## config.mk

```make
export PLATFORM = sky130hd
export DESIGN_NAME = readout_packet_hit_parser
export DESIGN_NICKNAME = d
export VERILOG_FILES = /design/src/rtl/rph_pkg.sv /design/src/rtl/readout_packet_hit_parser.sv /design/src/rtl/rph_framer.sv /design/src/rtl/rph_decoder.sv
export SDC_FILE = /design/constraint.sdc
export NUM_CORES = 1
export LEC_CHECK = 0
export ABC_AREA = 0
export BUFFER_PORTS_ARGS = -buffer_cell sky130_fd_sc_hd__buf_2
export CAP_MARGIN = 40
export CORE_MARGIN = 4
export CORE_UTILIZATION = 45
export DETAILED_ROUTE_END_ITERATION = 12
export PLACE_DENSITY = 0.76
export SETUP_SLACK_MARGIN = 0.5
export SYNTH_ARGS = -nofsm -noshare
export SYNTH_HDL_FRONTEND = slang
export SYNTH_HIERARCHICAL = 1
export SYNTH_SLANG_ARGS = --single-unit
export TNS_END_PERCENT = 10
```

## constraint.sdc

```tcl
create_clock -name clk -period 24 [get_ports clk]
set_input_delay 2.4 -clock clk [delete_from_list [all_inputs] [get_ports clk]]
set_output_delay 2.4 -clock clk [all_outputs]
set_load 0.03 [all_outputs]
```

## src/rtl/rph_pkg.sv

```systemverilog
// ----------------------------------------------------------------------------
// Readout packet hit parser package
// Shared constants, the record type and the Gray code conversion.
// ----------------------------------------------------------------------------
`default_nettype none

package rph_pkg;

  localparam int RECORD_BYTES = 6;
  localparam int FRAME_LAST   = 3;
  localparam int ID_LAST      = 7;

  localparam logic [31:0] ID_MASK  = 32'hffff_ff00;
  localparam logic [31:0] ID_MAGIC = 32'h564d_3300;

  typedef struct packed {
    logic [31:0] data1;
    logic [15:0] data2;
    logic [3:0]  board;
    logic [31:0] frame;
    logic        bad;
  } rec_t;

  function automatic logic [11:0] gray_to_bin(input logic [11:0] g);
    logic [11:0] b;
    b = '0;
    for (int i = 0; i < 12; i++) begin
      b[i] = ^(g >> i);
    end
    return b;
  endfunction

endpackage

`default_nettype wire

```

## src/rtl/readout_packet_hit_parser.sv

```systemverilog
// Result: a record is registered in the framer once its last byte is accepted,
// then out_valid rises from the output register; other bytes give no result.
// Throughput: one byte per cycle while in_ready is high (output not stalled).
// Reset (rst_n low, synchronous) returns the parser to the packet header and
// clears frame, board and flag state and both valid stages.
// ----------------------------------------------------------------------------
// Readout packet hit parser
// Parses a byte stream of readout packets into hit and marker records.
// ----------------------------------------------------------------------------
`default_nettype none

module readout_packet_hit_parser
  import rph_pkg::*;
#(
  parameter int HEADER_BYTES = 12
) (
  input  wire          clk,
  input  wire          rst_n,
  input  wire          in_valid,
  output logic         in_ready,
  input  wire  [7:0]   in_data_byte,
  input  wire          in_packet_end,
  output logic         out_valid,
  input  wire          out_ready,
  output logic         out_is_marker,
  output logic [4:0]   out_chip_id,
  output logic [5:0]   out_channel,
  output logic [11:0]  out_bunch_id,
  output logic [9:0]   out_adc_value,
  output logic [7:0]   out_tdc_value,
  output logic         out_over_threshold,
  output logic [4:0]   out_trigger_offset,
  output logic [41:0]  out_marker_time,
  output logic [3:0]   out_board_id,
  output logic [31:0]  out_frame_count,
  output logic         out_header_bad
);

  logic rec_valid;
  logic rec_take;
  rec_t rec;

  rph_framer #(
    .HEADER_BYTES(HEADER_BYTES)
  ) u_framer (
    .clk       (clk),
    .rst_n     (rst_n),
    .in_valid  (in_valid),
    .in_ready  (in_ready),
    .data_byte (in_data_byte),
    .packet_end(in_packet_end),
    .rec_valid (rec_valid),
    .rec       (rec),
    .rec_take  (rec_take)
  );

  rph_decoder u_decoder (
    .clk               (clk),
    .rst_n             (rst_n),
    .rec_valid         (rec_valid),
    .rec               (rec),
    .rec_take          (rec_take),
    .out_valid         (out_valid),
    .out_ready         (out_ready),
    .out_is_marker     (out_is_marker),
    .out_chip_id       (out_chip_id),
    .out_channel       (out_channel),
    .out_bunch_id      (out_bunch_id),
    .out_adc_value     (out_adc_value),
    .out_tdc_value     (out_tdc_value),
    .out_over_threshold(out_over_threshold),
    .out_trigger_offset(out_trigger_offset),
    .out_marker_time   (out_marker_time),
    .out_board_id      (out_board_id),
    .out_frame_count   (out_frame_count),
    .out_header_bad    (out_header_bad)
  );

`ifndef SYNTHESIS
  a_stall_only_on_full: assert property (@(posedge clk) disable iff (!rst_n)
    !in_ready |-> (out_valid && !out_ready))
    else $error("input stalled while the output side could take a result");

  a_marker_clean: assert property (@(posedge clk) disable iff (!rst_n)
    (out_valid && out_is_marker) |-> (out_channel == 6'd0 && out_adc_value == 10'd0
      && out_tdc_value == 8'd0 && out_bunch_id == 12'd0 && !out_over_threshold
      && out_trigger_offset == 5'd0))
    else $error("marker result carries hit fields");

  a_hit_clean: assert property (@(posedge clk) disable iff (!rst_n)
    (out_valid && !out_is_marker) |-> (out_marker_time == 42'd0))
    else $error("hit result carries a marker time");
`endif

endmodule

`default_nettype wire

```

## src/rtl/rph_framer.sv

```systemverilog
// ----------------------------------------------------------------------------
// Readout packet framer
// Tracks header and record position, captures header fields and registers
// each finished six-byte record.
// ----------------------------------------------------------------------------
`default_nettype none

module rph_framer
  import rph_pkg::*;
#(
  parameter int HEADER_BYTES = 12
) (
  input  wire        clk,
  input  wire        rst_n,
  input  wire        in_valid,
  output logic       in_ready,
  input  wire  [7:0] data_byte,
  input  wire        packet_end,
  output logic       rec_valid,
  output rec_t       rec,
  input  wire        rec_take
);

  localparam int CNT_W = $clog2(HEADER_BYTES);

  logic [CNT_W-1:0] cnt_r, cnt_nxt;
  logic             in_header_r, in_header_nxt;
  logic [31:0]      hdr_word_r, hdr_word_nxt;
  logic [31:0]      frame_r, frame_nxt;
  logic [3:0]       board_r, board_nxt;
  logic             bad_r, bad_nxt;
  logic [39:0]      rec_bytes_r, rec_bytes_nxt;
  logic             rec_valid_r, rec_valid_nxt;
  rec_t             rec_r, rec_nxt;
  logic             acc;
  logic             emit;
  logic [31:0]      w;

  assign in_ready = !rec_valid_r || rec_take;
  assign acc      = in_valid && in_ready;
  assign w        = {hdr_word_r[23:0], data_byte};

  always_comb begin
    cnt_nxt       = cnt_r;
    in_header_nxt = in_header_r;
    hdr_word_nxt  = hdr_word_r;
    frame_nxt     = frame_r;
    board_nxt     = board_r;
    bad_nxt       = bad_r;
    rec_bytes_nxt = rec_bytes_r;
    emit          = 1'b0;
    if (acc) begin
      if (in_header_r) begin
        hdr_word_nxt = w;
        if (cnt_r == CNT_W'(FRAME_LAST)) begin
          frame_nxt = w;
        end
        if (cnt_r == CNT_W'(ID_LAST)) begin
          if ((w & ID_MASK) == ID_MAGIC) begin
            board_nxt = w[7:4];
            bad_nxt   = 1'b0;
          end else begin
            bad_nxt = 1'b1;
          end
        end
        if (cnt_r == CNT_W'(HEADER_BYTES - 1)) begin
          in_header_nxt = 1'b0;
          cnt_nxt       = '0;
          rec_bytes_nxt = '0;
        end else begin
          cnt_nxt = cnt_r + 1'b1;
        end
      end else if (cnt_r == CNT_W'(RECORD_BYTES - 1)) begin
        emit          = 1'b1;
        cnt_nxt       = '0;
        rec_bytes_nxt = '0;
      end else begin
        rec_bytes_nxt = {rec_bytes_r[31:0], data_byte};
        cnt_nxt       = cnt_r + 1'b1;
      end
      if (packet_end) begin
        in_header_nxt = 1'b1;
        cnt_nxt       = '0;
        hdr_word_nxt  = '0;
        rec_bytes_nxt = '0;
      end
    end
  end

  always_comb begin
    rec_nxt.data1 = rec_bytes_r[39:8];
    rec_nxt.data2 = {rec_bytes_r[7:0], data_byte};
    rec_nxt.board = board_r;
    rec_nxt.frame = frame_r;
    rec_nxt.bad   = bad_r;
  end

  always_comb begin
    if (emit) begin
      rec_valid_nxt = 1'b1;
    end else if (rec_take) begin
      rec_valid_nxt = 1'b0;
    end else begin
      rec_valid_nxt = rec_valid_r;
    end
  end

  always_ff @(posedge clk) begin
    if (!rst_n) begin
      cnt_r       <= '0;
      in_header_r <= 1'b1;
      hdr_word_r  <= '0;
      frame_r     <= '0;
      board_r     <= '0;
      bad_r       <= 1'b0;
      rec_bytes_r <= '0;
      rec_valid_r <= 1'b0;
    end else begin
      cnt_r       <= cnt_nxt;
      in_header_r <= in_header_nxt;
      hdr_word_r  <= hdr_word_nxt;
      frame_r     <= frame_nxt;
      board_r     <= board_nxt;
      bad_r       <= bad_nxt;
      rec_bytes_r <= rec_bytes_nxt;
      rec_valid_r <= rec_valid_nxt;
    end
  end

  always_ff @(posedge clk) begin
    if (emit) begin
      rec_r <= rec_nxt;
    end
  end

  assign rec_valid = rec_valid_r;
  assign rec       = rec_r;

endmodule

`default_nettype wire

```

## src/rtl/rph_decoder.sv

```systemverilog
// ----------------------------------------------------------------------------
// Readout record decoder
// Splits a registered record into hit or marker fields and holds the result
// in the output register.
// ----------------------------------------------------------------------------
`default_nettype none

module rph_decoder
  import rph_pkg::*;
(
  input  wire          clk,
  input  wire          rst_n,
  input  wire          rec_valid,
  input  wire rec_t    rec,
  output logic         rec_take,
  output logic         out_valid,
  input  wire          out_ready,
  output logic         out_is_marker,
  output logic [4:0]   out_chip_id,
  output logic [5:0]   out_channel,
  output logic [11:0]  out_bunch_id,
  output logic [9:0]   out_adc_value,
  output logic [7:0]   out_tdc_value,
  output logic         out_over_threshold,
  output logic [4:0]   out_trigger_offset,
  output logic [41:0]  out_marker_time,
  output logic [3:0]   out_board_id,
  output logic [31:0]  out_frame_count,
  output logic         out_header_bad
);

  logic        out_valid_r, out_valid_nxt;
  logic        load;
  logic        hit;
  logic        is_marker_nxt;
  logic [4:0]  chip_nxt;
  logic [5:0]  channel_nxt;
  logic [11:0] bunch_nxt;
  logic [9:0]  adc_nxt;
  logic [7:0]  tdc_nxt;
  logic        thr_nxt;
  logic [4:0]  offset_nxt;
  logic [41:0] time_nxt;

  logic        is_marker_r;
  logic [4:0]  chip_r;
  logic [5:0]  channel_r;
  logic [11:0] bunch_r;
  logic [9:0]  adc_r;
  logic [7:0]  tdc_r;
  logic        thr_r;
  logic [4:0]  offset_r;
  logic [41:0] time_r;
  logic [3:0]  board_r;
  logic [31:0] frame_r;
  logic        bad_r;

  assign rec_take      = !out_valid_r || out_ready;
  assign load          = rec_valid && rec_take;
  assign out_valid_nxt = rec_take ? rec_valid : out_valid_r;
  assign hit           = rec.data2[15];

  always_comb begin
    is_marker_nxt = 1'b0;
    chip_nxt      = '0;
    channel_nxt   = '0;
    bunch_nxt     = '0;
    adc_nxt       = '0;
    tdc_nxt       = '0;
    thr_nxt       = 1'b0;
    offset_nxt    = '0;
    time_nxt      = '0;
    if (hit) begin
      chip_nxt    = rec.data1[26:22];
      channel_nxt = rec.data2[13:8];
      bunch_nxt   = gray_to_bin(rec.data1[11:0]);
      adc_nxt     = rec.data1[21:12];
      tdc_nxt     = rec.data2[7:0];
      thr_nxt     = rec.data2[14];
      offset_nxt  = rec.data1[31:27];
    end else begin
      is_marker_nxt = 1'b1;
      chip_nxt      = rec.data2[14:10];
      time_nxt      = {rec.data1, rec.data2[9:0]};
    end
  end

  always_ff @(posedge clk) begin
    if (!rst_n) begin
      out_valid_r <= 1'b0;
    end else begin
      out_valid_r <= out_valid_nxt;
    end
  end

  always_ff @(posedge clk) begin
    if (load) begin
      is_marker_r <= is_marker_nxt;
      chip_r      <= chip_nxt;
      channel_r   <= channel_nxt;
      bunch_r     <= bunch_nxt;
      adc_r       <= adc_nxt;
      tdc_r       <= tdc_nxt;
      thr_r       <= thr_nxt;
      offset_r    <= offset_nxt;
      time_r      <= time_nxt;
      board_r     <= rec.board;
      frame_r     <= rec.frame;
      bad_r       <= rec.bad;
    end
  end

  assign out_valid          = out_valid_r;
  assign out_is_marker      = is_marker_r;
  assign out_chip_id        = chip_r;
  assign out_channel        = channel_r;
  assign out_bunch_id       = bunch_r;
  assign out_adc_value      = adc_r;
  assign out_tdc_value      = tdc_r;
  assign out_over_threshold = thr_r;
  assign out_trigger_offset = offset_r;
  assign out_marker_time    = time_r;
  assign out_board_id       = board_r;
  assign out_frame_count    = frame_r;
  assign out_header_bad     = bad_r;

endmodule

`default_nettype wire
```

==> reports/qor.yml <==
final_max_slew_viol_count: 0
timing.critical_path.fanout_max: 10
cts_sinks: 320
dp_hpwl_mm: 13.5
synth.most_common_cell: "edfxtp_1"
post-cts-setup-buffers: 0
relSlewSlack: 0.403
antenna_found_initial: 0
critPathSlowestCell: "nor2b_2"
grt_start_max_net_pins: 101
routed_wl_mm: 21.6
synth_edf_count: 212
route.vias.total: 6355
core_um2: 24600
post_cts_resized: 0
leakagePower_uw: 0.00472
drt-pass1-iter-count: 5
initial_core_util: 0.463
ys_top_cells_by_count: "edfxtp_1 (212), dfxtp_1 (108), nor2b_1 (105), nand2_1 (76), a22oi_1 (64)"
hold_viol: 0
die_y_um: 167
cts_buffer_depth: 3
grt_overflow_total: 0
crit_chain: "buf_2 -> nand2b_1 -> nor2b_2 -> inv_2 -> buf_2"
arrival_ps: 3400
syn_area_um2: 11400
crit_type: "input pin to primary output"
netlist_top_cells_area: "edfxtp_1 (56%), dfxtp_1 (19%), nor2b_1 (5.8%)"
start_kind: "input pin"
fin_crit_sh: 0.242
worstMarginPinSlew_ps: 896
clk_pin_slew_ps: 60
yosys_warnings: 6
core.rowCount: 57
ys.flop_type: "edfxtp_1"
setup_slack_ps: 18200
clock-root-buffer: "clkbuf_16"
setup_violations: 0
ant_nets: 0
synth.net_count: 777
ys_ff_latch: 320
finalSetupTns_ps: 0
grt_usage: 0.149
htree_levels: 1
skew_ps: 11.1
status: "completed"
ys_seq_area_frac: 0.748
fmaxAchievable_mhz: 172
rsz0062_at_grt: "false"
place_ws_ps: 18180
grt_pass1_vias: 6140
hp-class: "register to register"
clk-insertion-delay-late_ps: 540
ir_worst_vdd_v: 0.0000492
end_kind: "primary output"
drt-vias-per-instance: 5.07
syn_to_final_growth_pct: 18.4
cts_made_buffers: 30
final_area_um2: 13500
cpMostUsedCell: "buf_2"
hold_ws_ps: 413
wl_per_cell_um: 17.2
cap_viol_max_count: 0
cpPeakStageDelay_ps: 330
port_buffers: 141
dieArea_um2: 28000
synth_top_area_frac: 0.558
postCtsHoldBufs: 0
drtIter0Drc: 536
fin_crit_ps: 5800
place_congestion: 0.789
synthDistinctLibCells: 54
critPathRequiredTime_ps: 21600
drc_errors: 0
grt_first_pass_wirelength_mm: 34.1
cts_tree: "done"
die_x_um: 167
netlist_instances: 762
yosysTopAreaCell: "edfxtp_1"
fin_nets: 921
place_area_um2: 12500
insertedDiodeCount: 0
synthArstFlopShare: 0
drive_gt1_frac: 0.238
io_pins: 142
powerDensity_nw_per_um2: 79.8
avgSynthCellArea_um2: 15.0
==> sequential cells by signal (all words and copies together) (netlist names), 4 cells and up <==
signal and cells:
u_decoder/out_marker_time 42, u_decoder/out_trigger_offset 5, u_framer/cnt_r 4, u_framer/frame_r 32, u_decoder/out_adc_value 10, u_decoder/out_board_id 4
u_decoder/out_bunch_id 12, u_decoder/out_channel 6, u_decoder/out_chip_id 5, u_decoder/out_frame_count 32, u_framer/board_r 4, u_framer/rec_bytes_r 40
u_framer/hdr_word_r 24, u_framer/rec 85, u_decoder/out_tdc_value 8
==> worst max-delay path: cells and delay by family <==
| kind | cells | cell delay, ps |
|---|---|---|
| buffers and inverters | 3 | 490 |
| AND/OR/NAND/NOR | 2 | 500 |
==> layout make-up <==
type,instances,area (um2)
timing repair buffer,154,851
tap,324,405
multi-input combinational,394,2680
fill,1967,11100
inverter,6,22.5
clock inverter,20,214
clock buffer,36,805
sequential,320,8530
==> metrics by stage <==
stage	instances	utilization	total power, uW
floorplan	762	-	603
global placement	1195	0.505	607
finish	1254	0.549	1080
CTS	1254	0.549	1090
global route	1254	0.549	1120
detailed placement	1198	0.507	608
==> worst paths after layout <==
| check | end | cells after the start | slack [ps] | from |
|---|---|---|---|---|
| setup / recovery | in_ready | 5 | 18200 | out_ready |
| hold / removal | u_decoder/out_frame_count[14] | 0 | 410 | u_framer/rec[15] |
| setup reg to reg | u_decoder/out_bunch_id[6] | 3 | 21620 | u_decoder/out_valid |
| hold reg to reg | u_decoder/out_frame_count[14] | 0 | 410 | u_framer/rec[15] |
==> cell families (layout without fill, tap and decap cells) <==
family,count (synthesis),in the layout,synth area share
DFF,320,320,0.748
adders and majority gates,2,2,0.00219
and+or+nand+nor,257,257,0.126
xor gates and xnor gates,17,17,0.0226
muxes,9,9,0.00845
buffers and inverters,48,216,0.0197
AOI/OAI and AO/OA,109,109,0.0729
==> cells in the final DEF (no fill, tap or decap), types with 3 or more instances in the layout <==
cell,instances
dfxtp_1,108
nor2_1,8
inv_6,3
nand4bb_1,3
xor2_1,4
clkbuf_16,31
clkinv_2,8
buf_2,141
nor2b_1,105
a21boi_0,4
edfxtp_1,212
bufinv_16,4
nor3_1,4
clkbuf_1,4
inv_1,4
nand3b_1,4
mux2_2,3
xnor2_1,6
a22oi_1,64
nand2_1,76
buf_4,10
and2_1,35
mux2i_1,4
clkinv_1,3
a21boi_1,30
==> where the power goes <==
part	switching [uW]	internal (uW)	leakage (uW)
logic	8.42	5.57	0.00141
registers	0.992	581	0.00281
clock network	198	283	0.000504
==> metal layers <==
layer  vias up  global-route usage  share of wire
met1      3120               0.208           0.43
met2       183               0.241           0.48
li1       3028                   -              -
met5         -                   0              0
met4         0              0.0325          0.013
met3        24              0.0368          0.074
(Power assumes the default switching activity.)
